<file path="src/mec_pkg.sv">
// ----------------------------------------------------------------------------
// mec_pkg
// Shared widths, types and the color band ladder for the escape color unit.
// ----------------------------------------------------------------------------
package mec_pkg;

  localparam int FRAC_BITS   = 28;
  localparam int C_W         = 32;
  // z stays inside +/-12 while iterating; 5 integer bits with sign
  localparam int Z_W         = FRAC_BITS + 5;
  localparam int PROD_W      = 2 * Z_W;
  localparam int P_W         = PROD_W - FRAC_BITS;
  localparam int CNT_W       = 12;
  localparam int CLR_W       = 3;
  localparam int QUEUE_DEPTH = 4;
  localparam int QA_W        = $clog2(QUEUE_DEPTH);
  localparam int BANDS       = 25;

  localparam logic [CNT_W-1:0] MAX_ITER_RESET = CNT_W'(2000);
  localparam logic signed [P_W:0] ESC_LIMIT = (P_W + 1)'(1) << (FRAC_BITS + 2);

  localparam logic [CLR_W-1:0] CLR_BLACK   = 3'd0;
  localparam logic [CLR_W-1:0] CLR_RED     = 3'd1;
  localparam logic [CLR_W-1:0] CLR_YELLOW  = 3'd2;
  localparam logic [CLR_W-1:0] CLR_GREEN   = 3'd3;
  localparam logic [CLR_W-1:0] CLR_BLUE    = 3'd4;
  localparam logic [CLR_W-1:0] CLR_MAGENTA = 3'd5;
  localparam logic [CLR_W-1:0] CLR_CYAN    = 3'd6;
  localparam logic [CLR_W-1:0] CLR_WHITE   = 3'd7;

  typedef logic [CNT_W-1:0] band_limit_t [BANDS];
  typedef logic [CLR_W-1:0] band_color_t [BANDS];

  localparam band_limit_t BAND_LIMIT = '{
    12'd5, 12'd10, 12'd15, 12'd20, 12'd30, 12'd40, 12'd50, 12'd100, 12'd200,
    12'd300, 12'd400, 12'd500, 12'd600, 12'd700, 12'd800, 12'd900, 12'd1000,
    12'd1100, 12'd1200, 12'd1300, 12'd1400, 12'd1500, 12'd1600, 12'd1700,
    12'd1800
  };

  localparam band_color_t BAND_COLOR = '{
    CLR_BLUE, CLR_RED, CLR_YELLOW, CLR_GREEN, CLR_CYAN, CLR_MAGENTA,
    CLR_BLUE, CLR_RED, CLR_YELLOW, CLR_GREEN, CLR_CYAN, CLR_MAGENTA,
    CLR_BLUE, CLR_RED, CLR_YELLOW, CLR_GREEN, CLR_CYAN, CLR_MAGENTA,
    CLR_BLUE, CLR_RED, CLR_YELLOW, CLR_GREEN, CLR_CYAN, CLR_MAGENTA,
    CLR_WHITE
  };

  typedef struct packed {
    logic signed [C_W-1:0] c_re;
    logic signed [C_W-1:0] c_im;
    logic                  skip;
  } work_t;

  // first threshold above n wins; past the last one is black
  function automatic logic [CLR_W-1:0] band_color(input logic [CNT_W-1:0] n);
    logic [CLR_W-1:0] clr;
    clr = CLR_BLACK;
    for (int i = BANDS - 1; i >= 0; i--) begin
      if (n < BAND_LIMIT[i]) begin
        clr = BAND_COLOR[i];
      end
    end
    return clr;
  endfunction

endpackage

</file>
<file path="src/mec_front.sv">
// ----------------------------------------------------------------------------
// mec_front
// Input stage: holds the iteration limit, takes words and tags trivial ones.
// ----------------------------------------------------------------------------
module mec_front (
  input  logic                                  clk,
  input  logic                                  rst,
  input  logic                                  push,
  output logic                                  full,
  input  logic signed [mec_pkg::C_W-1:0]        c_re,
  input  logic signed [mec_pkg::C_W-1:0]        c_im,
  input  logic                                  cfg_valid,
  output logic                                  cfg_ready,
  input  logic        [mec_pkg::CNT_W-1:0]      cfg_data,
  output logic        [mec_pkg::CNT_W-1:0]      max_iterations,
  output logic                                  work_valid,
  input  logic                                  work_full,
  output mec_pkg::work_t                        work
);

  logic hold_valid;

  assign full       = hold_valid;
  assign cfg_ready  = 1'b1;
  assign work_valid = hold_valid;

  always_ff @(posedge clk) begin
    if (rst) begin
      max_iterations <= mec_pkg::MAX_ITER_RESET;
    end else if (cfg_valid && cfg_ready) begin
      max_iterations <= cfg_data;
    end
  end

  always_ff @(posedge clk) begin
    if (rst) begin
      hold_valid <= 1'b0;
    end else if (push && !hold_valid) begin
      hold_valid <= 1'b1;
    end else if (hold_valid && !work_full) begin
      hold_valid <= 1'b0;
    end
  end

  always_ff @(posedge clk) begin
    if (push && !hold_valid) begin
      work.c_re <= c_re;
      work.c_im <= c_im;
      work.skip <= (max_iterations == '0);
    end
  end

endmodule

</file>
<file path="config.mk">
export PLATFORM = sky130hd
export DESIGN_NAME = mec_front
export DESIGN_NICKNAME = d
export VERILOG_FILES = /design/src/mec_pkg.sv /design/src/mec_front.sv
export SDC_FILE = /design/constraint.sdc
export NUM_CORES = 1
export LEC_CHECK = 0
export BUFFER_PORTS_ARGS = -buffer_cell sky130_fd_sc_hd__clkbuf_2
export CORE_MARGIN = 5
export CORE_UTILIZATION = 37
export DETAILED_ROUTE_END_ITERATION = 8
export PLACE_DENSITY = 0.78
export SETUP_SLACK_MARGIN = 0.1
export SLEW_MARGIN = 25
export SYNTH_ARGS = -nofsm -noshare
export SYNTH_HDL_FRONTEND = slang
export SYNTH_SLANG_ARGS = --single-unit
</file>
<file path="constraint.sdc">
create_clock -name clk -period 3.8 [get_ports clk]
set_input_delay 0.19 -clock clk [delete_from_list [all_inputs] [get_ports clk]]
set_output_delay 0.19 -clock clk [all_outputs]
set_load 0.03 [all_outputs]
</file>
==> run metrics <==
outcome finished, final reports clean; Combinational Power Share 0.126; Setup Crit Path Kind reg -> reg; insertion delay to the later sink of the worst-skew pair 0.33 ns; R2R Setup Slk 1.89 ns; Max IR drop VDD 0.280 mV; Post-CTS Resized 0; GPL Wtd Cong 0.744; P_int 1.36 mW; top cell type's share of synthesized area 0.787; register area share after synthesis 0.892; Slew Limit Fails 0; crit end category flop; crit path time final 1.91 ns; total track usage 0.139; WL final 5840 microns; fin worst setup slack 1.89 ns; RR Endpoint work[28]$_DFFE_PP_; Core Util, Final 0.553; cts hold-fix bufs 0; clock power share 0.330; Hold Startpoint c_im[25]; Reg2Reg Depth 2; Residual DRC 0; max-cap violation count 0; maximum root-to-sink buffer count 2; WHS Endpoint work[26]$_DFFE_PP_; sequential fraction of design power 0.544; routed vias/inst 4.44; Area Growth Syn to Fin 43.1%; die height 91.9 microns; Hold Vio Cnt, Final 0; TritonCTS clock tree built; unrepaired setup endpoints after global routing no; Synth area leader edfxtp_1; Max transition margin 0.444; Final setup viols 0; Net Count, Synth 196; #FFs+latches synth 78; crit start category flop; DRT Pass-1 Iters 4; first-pass GRT wire length 9010 microns; gate count after technology mapping 115; Switch Pwr 0.478 mW; CTS Root Cell clkbuf_8; syn avg cell area 21.6 sq um; CTS sink cnt 78; CTS Buf Count 9; pwr/cell area 519 nW/um^2; CP Data Arrival Time 1.89 ns; drt wl/cell 16.0 microns; Setup Skew 0.00950 ns; # nets final 363; DP HPWL 4650 microns; core box area 6420 sq um; most frequent cells in the layout clkbuf_2 (159), edfxtp_1 (65), dfxtp_1 (13); Die ar. 8440 sq um; vias 1617; Rows 29; CP Max Fanout 35; Synth cell types 13; worst hold path type in -> reg; largest net degree at the start of global routing 36; setup bufs post-CTS 0; yosys warns 0; sw frac 0.259; LEAKAGE 1.60 nW; DRT iter0 DRCs 36; CTS H-Tree Depth 3; CP required 3.79 ns; worst slew pin tran 0.832 ns; synthesized cell area 2480 sq um; ANT cells 0; Die W 91.9 microns; Worst-path clk slew 0.09 ns; commonest non-fill, non-tap cell in the layout clkbuf_2; Routed Antenna Nets 0; setup TNS 0 ns; Fmax 525 MHz; Starting Density 0.386; total grt overflow 0; top cells by area, synth edfxtp_1 (79%), dfxtp_1 (10%), mux2i_1 (2.8%); period utilization 0.502; io pins 161; hold depth 1; setup slack at placement 1.83 ns; number of global-route vias before repair 1752; initial antenna violation count 0; r2r startpoint full$_SDFFE_PP0P_; layout cell share with drive strength beyond 1 0.613; # port buffers 159
## metrics by stage
step | hold slack (ns) | area (sq um) | total power, mW | cells
after global placement | 0.368 | 3340 | 1.25 | 347
final | 0.0248 | 3550 | 1.84 | 364
after CTS | 0.00808 | 3540 | 1.86 | 363
after global routing | 0.00356 | 3550 | 1.92 | 364
after floorplan | 0.289 | 2480 | 1.16 | 115
after detailed placement | 0.369 | 3340 | 1.26 | 347
## state kept, by name (all words and copies together), names as in the netlist
register        flops
full                1
work               65
max_iterations     12
## how the worst max path moves through the flow
stage                            startpoint                 end  slack (ns)
after floorplan           full$_SDFFE_PP0P_   work[0]$_DFFE_PP_        1.20
after global placement    full$_SDFFE_PP0P_   work[1]$_DFFE_PP_        1.93
after detailed placement  full$_SDFFE_PP0P_  work[39]$_DFFE_PP_        1.83
after CTS                 full$_SDFFE_PP0P_  work[39]$_DFFE_PP_        1.83
after global routing      full$_SDFFE_PP0P_  work[37]$_DFFE_PP_        1.71
final                     full$_SDFFE_PP0P_  work[28]$_DFFE_PP_        1.89
## Yosys cell counts (all sizes together)
library cell	instances
mux2i	7
and3	1
buf	5
nor2	7
nor2b	7
nor4	3
conb	1
edfxtp	65
a211o	6
dfxtp	13
## cell type report
| cell class | count | area, sq um |
|---|---|---|
| Multi-Input combinational cell | 32 | 229 |
| Tap cell | 77 | 96.3 |
| Clock buffer | 10 | 128 |
| Sequential cell | 78 | 2210 |
| Timing Repair Buffer | 161 | 813 |
| Clock inverter | 6 | 71.3 |
| Fill cell | 534 | 2870 |
## power by group through the flow
stage          Sequential (mW)  Clock [mW]  Combinational, mW
2_1_floorplan             1.12           0             0.0387
3_3_place_gp              1.02           0              0.230
3_5_place_dp              1.02           0              0.234
4_1_cts                   1.00       0.625              0.235
5_1_grt                   1.01       0.665              0.247
6_report                  1.00       0.608              0.232
## layer usage
metal,GRT usage,vias up,wire length [microns],share of wire
met5,0,-,0,0
li1,-,771,-,-
met3,0.0704,8,850,0.15
met2,0.231,114,2700,0.46
met4,0.0520,0,69,0.012
met1,0.153,724,2220,0.38
## critical path, stage by stage, from the launching register on
cell,delay (ns)
dfxtp_1,0.37
nor2b_4,0.68
buf_4,0.51
## cells by family (layout without fill, tap and decap cells)
kind of cell	count (synthesis)	count (layout)	share of synthesized area
buf+inv	5	177	0.0187
compound gates	6	6	0.0212
flops	78	78	0.892
mux	7	7	0.0283
simple gates	18	18	0.0383
other cells	1	1	0.00151
No activity file was read; power rests on OpenSTA's default activity.
