## config.mk

```make
export PLATFORM = sky130hd
export DESIGN_NAME = mec_queue
export DESIGN_NICKNAME = d
export VERILOG_FILES = /design/src/mec_pkg.sv /design/src/mec_queue.sv
export SDC_FILE = /design/constraint.sdc
export NUM_CORES = 1
export LEC_CHECK = 0
export BUFFER_PORTS_ARGS = -buffer_cell sky130_fd_sc_hd__buf_2
export CORE_ASPECT_RATIO = 1.25
export CORE_MARGIN = 4
export CORE_UTILIZATION = 25
export DETAILED_ROUTE_END_ITERATION = 7
export PLACE_DENSITY = 0.49
export SYNTH_ARGS = -nofsm -noshare
export SYNTH_HDL_FRONTEND = slang
export SYNTH_SLANG_ARGS = --single-unit
```

## constraint.sdc

```tcl
create_clock -name clk -period 3.1 [get_ports clk]
set_input_delay 0.31 -clock clk [delete_from_list [all_inputs] [get_ports clk]]
set_output_delay 0.31 -clock clk [all_outputs]
set_load 0.03 [all_outputs]
```

## src/mec_pkg.sv

```systemverilog
// ----------------------------------------------------------------------------
// mec_pkg
// Shared widths, types and the color band ladder for the escape color unit.
// ----------------------------------------------------------------------------
package mec_pkg;

  localparam int FRAC_BITS   = 28;
  localparam int C_W         = 32;
  // z stays inside +/-12 while iterating; 5 integer bits with sign
  localparam int Z_W         = FRAC_BITS + 5;
  localparam int PROD_W      = 2 * Z_W;
  localparam int P_W         = PROD_W - FRAC_BITS;
  localparam int CNT_W       = 12;
  localparam int CLR_W       = 3;
  localparam int QUEUE_DEPTH = 4;
  localparam int QA_W        = $clog2(QUEUE_DEPTH);
  localparam int BANDS       = 25;

  localparam logic [CNT_W-1:0] MAX_ITER_RESET = CNT_W'(2000);
  localparam logic signed [P_W:0] ESC_LIMIT = (P_W + 1)'(1) << (FRAC_BITS + 2);

  localparam logic [CLR_W-1:0] CLR_BLACK   = 3'd0;
  localparam logic [CLR_W-1:0] CLR_RED     = 3'd1;
  localparam logic [CLR_W-1:0] CLR_YELLOW  = 3'd2;
  localparam logic [CLR_W-1:0] CLR_GREEN   = 3'd3;
  localparam logic [CLR_W-1:0] CLR_BLUE    = 3'd4;
  localparam logic [CLR_W-1:0] CLR_MAGENTA = 3'd5;
  localparam logic [CLR_W-1:0] CLR_CYAN    = 3'd6;
  localparam logic [CLR_W-1:0] CLR_WHITE   = 3'd7;

  typedef logic [CNT_W-1:0] band_limit_t [BANDS];
  typedef logic [CLR_W-1:0] band_color_t [BANDS];

  localparam band_limit_t BAND_LIMIT = '{
    12'd5, 12'd10, 12'd15, 12'd20, 12'd30, 12'd40, 12'd50, 12'd100, 12'd200,
    12'd300, 12'd400, 12'd500, 12'd600, 12'd700, 12'd800, 12'd900, 12'd1000,
    12'd1100, 12'd1200, 12'd1300, 12'd1400, 12'd1500, 12'd1600, 12'd1700,
    12'd1800
  };

  localparam band_color_t BAND_COLOR = '{
    CLR_BLUE, CLR_RED, CLR_YELLOW, CLR_GREEN, CLR_CYAN, CLR_MAGENTA,
    CLR_BLUE, CLR_RED, CLR_YELLOW, CLR_GREEN, CLR_CYAN, CLR_MAGENTA,
    CLR_BLUE, CLR_RED, CLR_YELLOW, CLR_GREEN, CLR_CYAN, CLR_MAGENTA,
    CLR_BLUE, CLR_RED, CLR_YELLOW, CLR_GREEN, CLR_CYAN, CLR_MAGENTA,
    CLR_WHITE
  };

  typedef struct packed {
    logic signed [C_W-1:0] c_re;
    logic signed [C_W-1:0] c_im;
    logic                  skip;
  } work_t;

  // first threshold above n wins; past the last one is black
  function automatic logic [CLR_W-1:0] band_color(input logic [CNT_W-1:0] n);
    logic [CLR_W-1:0] clr;
    clr = CLR_BLACK;
    for (int i = BANDS - 1; i >= 0; i--) begin
      if (n < BAND_LIMIT[i]) begin
        clr = BAND_COLOR[i];
      end
    end
    return clr;
  endfunction

endpackage

```

## src/mec_queue.sv

```systemverilog
// ----------------------------------------------------------------------------
// mec_queue
// Short work queue between the input stage and the iteration engine.
// ----------------------------------------------------------------------------
module mec_queue (
  input  logic           clk,
  input  logic           rst,
  input  logic           wr_en,
  output logic           q_full,
  input  mec_pkg::work_t wr_data,
  input  logic           rd_en,
  output logic           q_empty,
  output mec_pkg::work_t rd_data
);

  mec_pkg::work_t              mem [mec_pkg::QUEUE_DEPTH];
  logic [mec_pkg::QA_W-1:0]    wr_ptr;
  logic [mec_pkg::QA_W-1:0]    rd_ptr;
  logic [mec_pkg::QA_W:0]      count;
  logic                        do_wr;
  logic                        do_rd;

  assign q_full  = (count == (mec_pkg::QA_W + 1)'(mec_pkg::QUEUE_DEPTH));
  assign q_empty = (count == '0);
  assign do_wr   = wr_en && !q_full;
  assign do_rd   = rd_en && !q_empty;
  assign rd_data = mem[rd_ptr];

  always_ff @(posedge clk) begin
    if (do_wr) begin
      mem[wr_ptr] <= wr_data;
    end
  end

  always_ff @(posedge clk) begin
    if (rst) begin
      wr_ptr <= '0;
      rd_ptr <= '0;
      count  <= '0;
    end else begin
      if (do_wr) begin
        wr_ptr <= wr_ptr + 1'b1;
      end
      if (do_rd) begin
        rd_ptr <= rd_ptr + 1'b1;
      end
      if (do_wr && !do_rd) begin
        count <= count + 1'b1;
      end else if (do_rd && !do_wr) begin
        count <= count - 1'b1;
      end
    end
  end

endmodule

```

==> results by group <==
Logic synthesis
  – Yosys top cell area share: 79.0%
  – Synth top area cells: edfxtp_1 79%, mux4_2 15%, dfxtp_1 1.8%, buf_12 1.0%, ha_1 0.63%
  – EDFF count, synth: 260
  – Synth cell count leaders: 260 x edfxtp_1, 65 x mux4_2, 9 x dfxtp_1
  – Synth unique cells: 23
  – Async SR Flop Fraction: 0%
  – Syn. warnings: 0
  – Synth Cell Area: approximately 9900 sq um
  – Area leader, netlist: edfxtp_1
  – Sequential fraction of the synthesis area: 80.8%
  – Syn Area/Cell: 25.5 sq um
  – Synth Net Count: 462
  – Top_reg_cell synth: edfxtp_1
  – Mapped Cells: 387
  – FF+latch count, synth: 269
  – Most common cell in the netlist: edfxtp_1

Global route
  – Initial antenna violation count: 2
  – Largest net degree at the start of global routing: 42
  – Gr ovfl total: 0
  – Gr usage total: approximately a tenth
  – First-pass GRT wire length: slightly above 30000 um
  – Vias in the first global route: 5282

Placement
  – Post-DP HPWL: 12500 um
  – RD Place Congestion: 0.658
  – Port Buffers: 135

Floorplanning
  – Site Rows: 81
  – Die Ht: between 200 and 250 um
  – Die area: around 43000 sq um
  – Die Wd: 186 um
  – Initial Util: 25.3%
  – Io pins: 136
  – Core area: 39100 sq um

Timing
  – Clock skew: 0.0258 ns
  – Unrepaired setup endpoints after global routing: false
  – Period utilization: between 80% and 90%
  – Upper clock frequency limit: just under 400 MHz
  – Relative slew slack: 55.9%
  – Worst Max-Slew Pin Slew: 0.662 ns
  – Final setup fails: 0
  – Final TNS setup: 0 ns
  – WHS: 0.0568 ns
  – Final hold vios: 0
  – Crit path time final: 2.54 ns
  – Max Slew Vio Count: 0

Clock network
  – CTS max path bufs: 3
  – Clk slew on worst S/H paths: 0.06 ns
  – CTS tree: built
  – PostCTS Resize Cnt: 0
  – Sink Count: around 270
  – CTS root buf: clkbuf_16
  – Inserted Clock Buffers: 28
  – Worst skew pair latency: 0.54 ns
  – CTS HTree Levels: 1

Flow run
  – Maxcap violations: 0

Final layout
  – Final #Nets: between 600 and 700
  – Layout cells sized above 1: between 40% and 50%
  – Layout area overhead: 28.5%

Power and ir drop
  – Worst VDD drop: between 0.4 and 0.5 mV
  – Sw Ratio: 30.4%
  – PD cells: between 800 and 900 nW/um^2
  – Int Pwr: between 7 and 8 mW
  – Flop pwr share: 43.6%
  – LEAKAGE: 4.23 nW
  – Sw power: 3.19 mW
  – Clk pwr share: 29.6%
  – Logic pwr share: between 20% and 30%

Setup path
  – Worst Setup End Kind: primary output
  – Setup Crit Path Kind: reg2out
  – Crit path DAT: 2.23 ns
  – Startpoint Class: register
  – CP required: 2.79 ns
  – Crit Path Max Fanout: 25

Routing
  – Detailed Route Iter0 Violations: 266
  – Wire length per cell: 18.0 um
  – Via/cell ratio: 4.13
  – Final WL: 20400 um
  – Via Count: 4678
  – Antenna Nets Post-Route: 0
  – TritonRoute pass-1 iters: 4
  – # DRC: 0

Hold path
  – Min-delay worst type: in2reg

Status
  – Outcome: completed
[placed cells by master, fill, tap and decap left out, drive strengths merged, types with 4 or more instances in the layout]
cell type    instances
edfxtp             260
buf                145
mux4                65
dlygate4sd3         65
clkbuf              38
dfxtp                9
clkinv               9
nor2                 6
ha                   5
inv                  5
and2                 4
xor2                 4
[sequential cells by signal, summed over array words and instances (netlist names), named ones only]
register and count:
rd_ptr 2, wr_ptr 2, mem 260, count 3
[path summary, 6_finish.rpt]
path / slack, ns / from / end / cells after the start
worst max-delay path: 0.56 / register / rd_data[31] / 3
worst min-delay path: 0.06 / rst / wr_ptr[0]$_SDFFE_PP0P_ / 2
worst max register to register: 0.67 / count[0]$_SDFFE_PP0P_ / count[2]$_SDFFE_PP0P_ / 8
worst min register to register: 0.52 / wr_ptr[1]$_SDFFE_PP0P_ / wr_ptr[1]$_SDFFE_PP0P_ / 2
[cell type report]
type | count | area (sq um)
antenna | 1 | 2.50
clock buffer | 38 | 759
clock inverter | 13 | 97.6
fill | 3766 | 26400
inverter | 4 | 15.0
multi-input combinational | 99 | 1740
sequential | 269 | 8000
tap | 498 | 623
timing repair buffer | 210 | 1480
[power by group through the flow]
stage / sequential (mW) / clock (mW) / combinational [mW]
floorplan: 4.53 / 0 / 2.19
detailed placement: 4.67 / 0 / 2.82
global placement: 4.63 / 0 / 2.78
CTS: 4.59 / 3.22 / 2.90
finish: 4.57 / 3.10 / 2.81
global route: 4.62 / 3.39 / 3.01
[routing by layer]
layer | global-route usage [%] | part of all wire [%] | vias up
met4 | 2.89 | 2.3 | 2
li1 | - | - | 2107
met3 | 2.06 | 5.2 | 40
met2 | 17.5 | 54 | 124
met1 | 10.8 | 38 | 2405
met5 | 0 | 0.059 | -
[cells by family after synthesis]
| family | Yosys count | share of synthesized area (%) |
|---|---|---|
| DFF | 269 | 80.8 |
| muxes | 67 | 15.0 |
| buffers and inverters | 19 | 1.73 |
| and+or+nand+nor | 16 | 0.911 |
| AOI/OAI and AO/OA | 6 | 0.367 |
| adders and majority gates | 6 | 0.835 |
| xor gates and xnor gates | 4 | 0.354 |
[stage by stage]
stage | area (sq um) | worst slack, ns | instances | total power, mW | util (%)
after global routing | 12700 | 0.392 | 1131 | 11.0 | 32.5
after floorplan | 9890 | 0.240 | 387 | 6.72 | -
after CTS | 12700 | 0.452 | 1131 | 10.7 | 32.5
final | 12700 | 0.561 | 1132 | 10.5 | 32.5
after global placement | 11200 | 0.874 | 1015 | 7.41 | 28.6
after detailed placement | 11200 | 0.692 | 1015 | 7.49 | 28.6
[critical path, cell delays in order (launching register included)]
cell,delay (ns)
dfxtp_4,0.60
buf_12,0.27
mux4_2,0.56
buf_2,0.20
[repair_timing]
item,in CTS,in global routing
buffers inserted,0,0
hold buffers,65,0
endpoints found under the hold margin,260,0
Power figures use the tool's default switching activity.
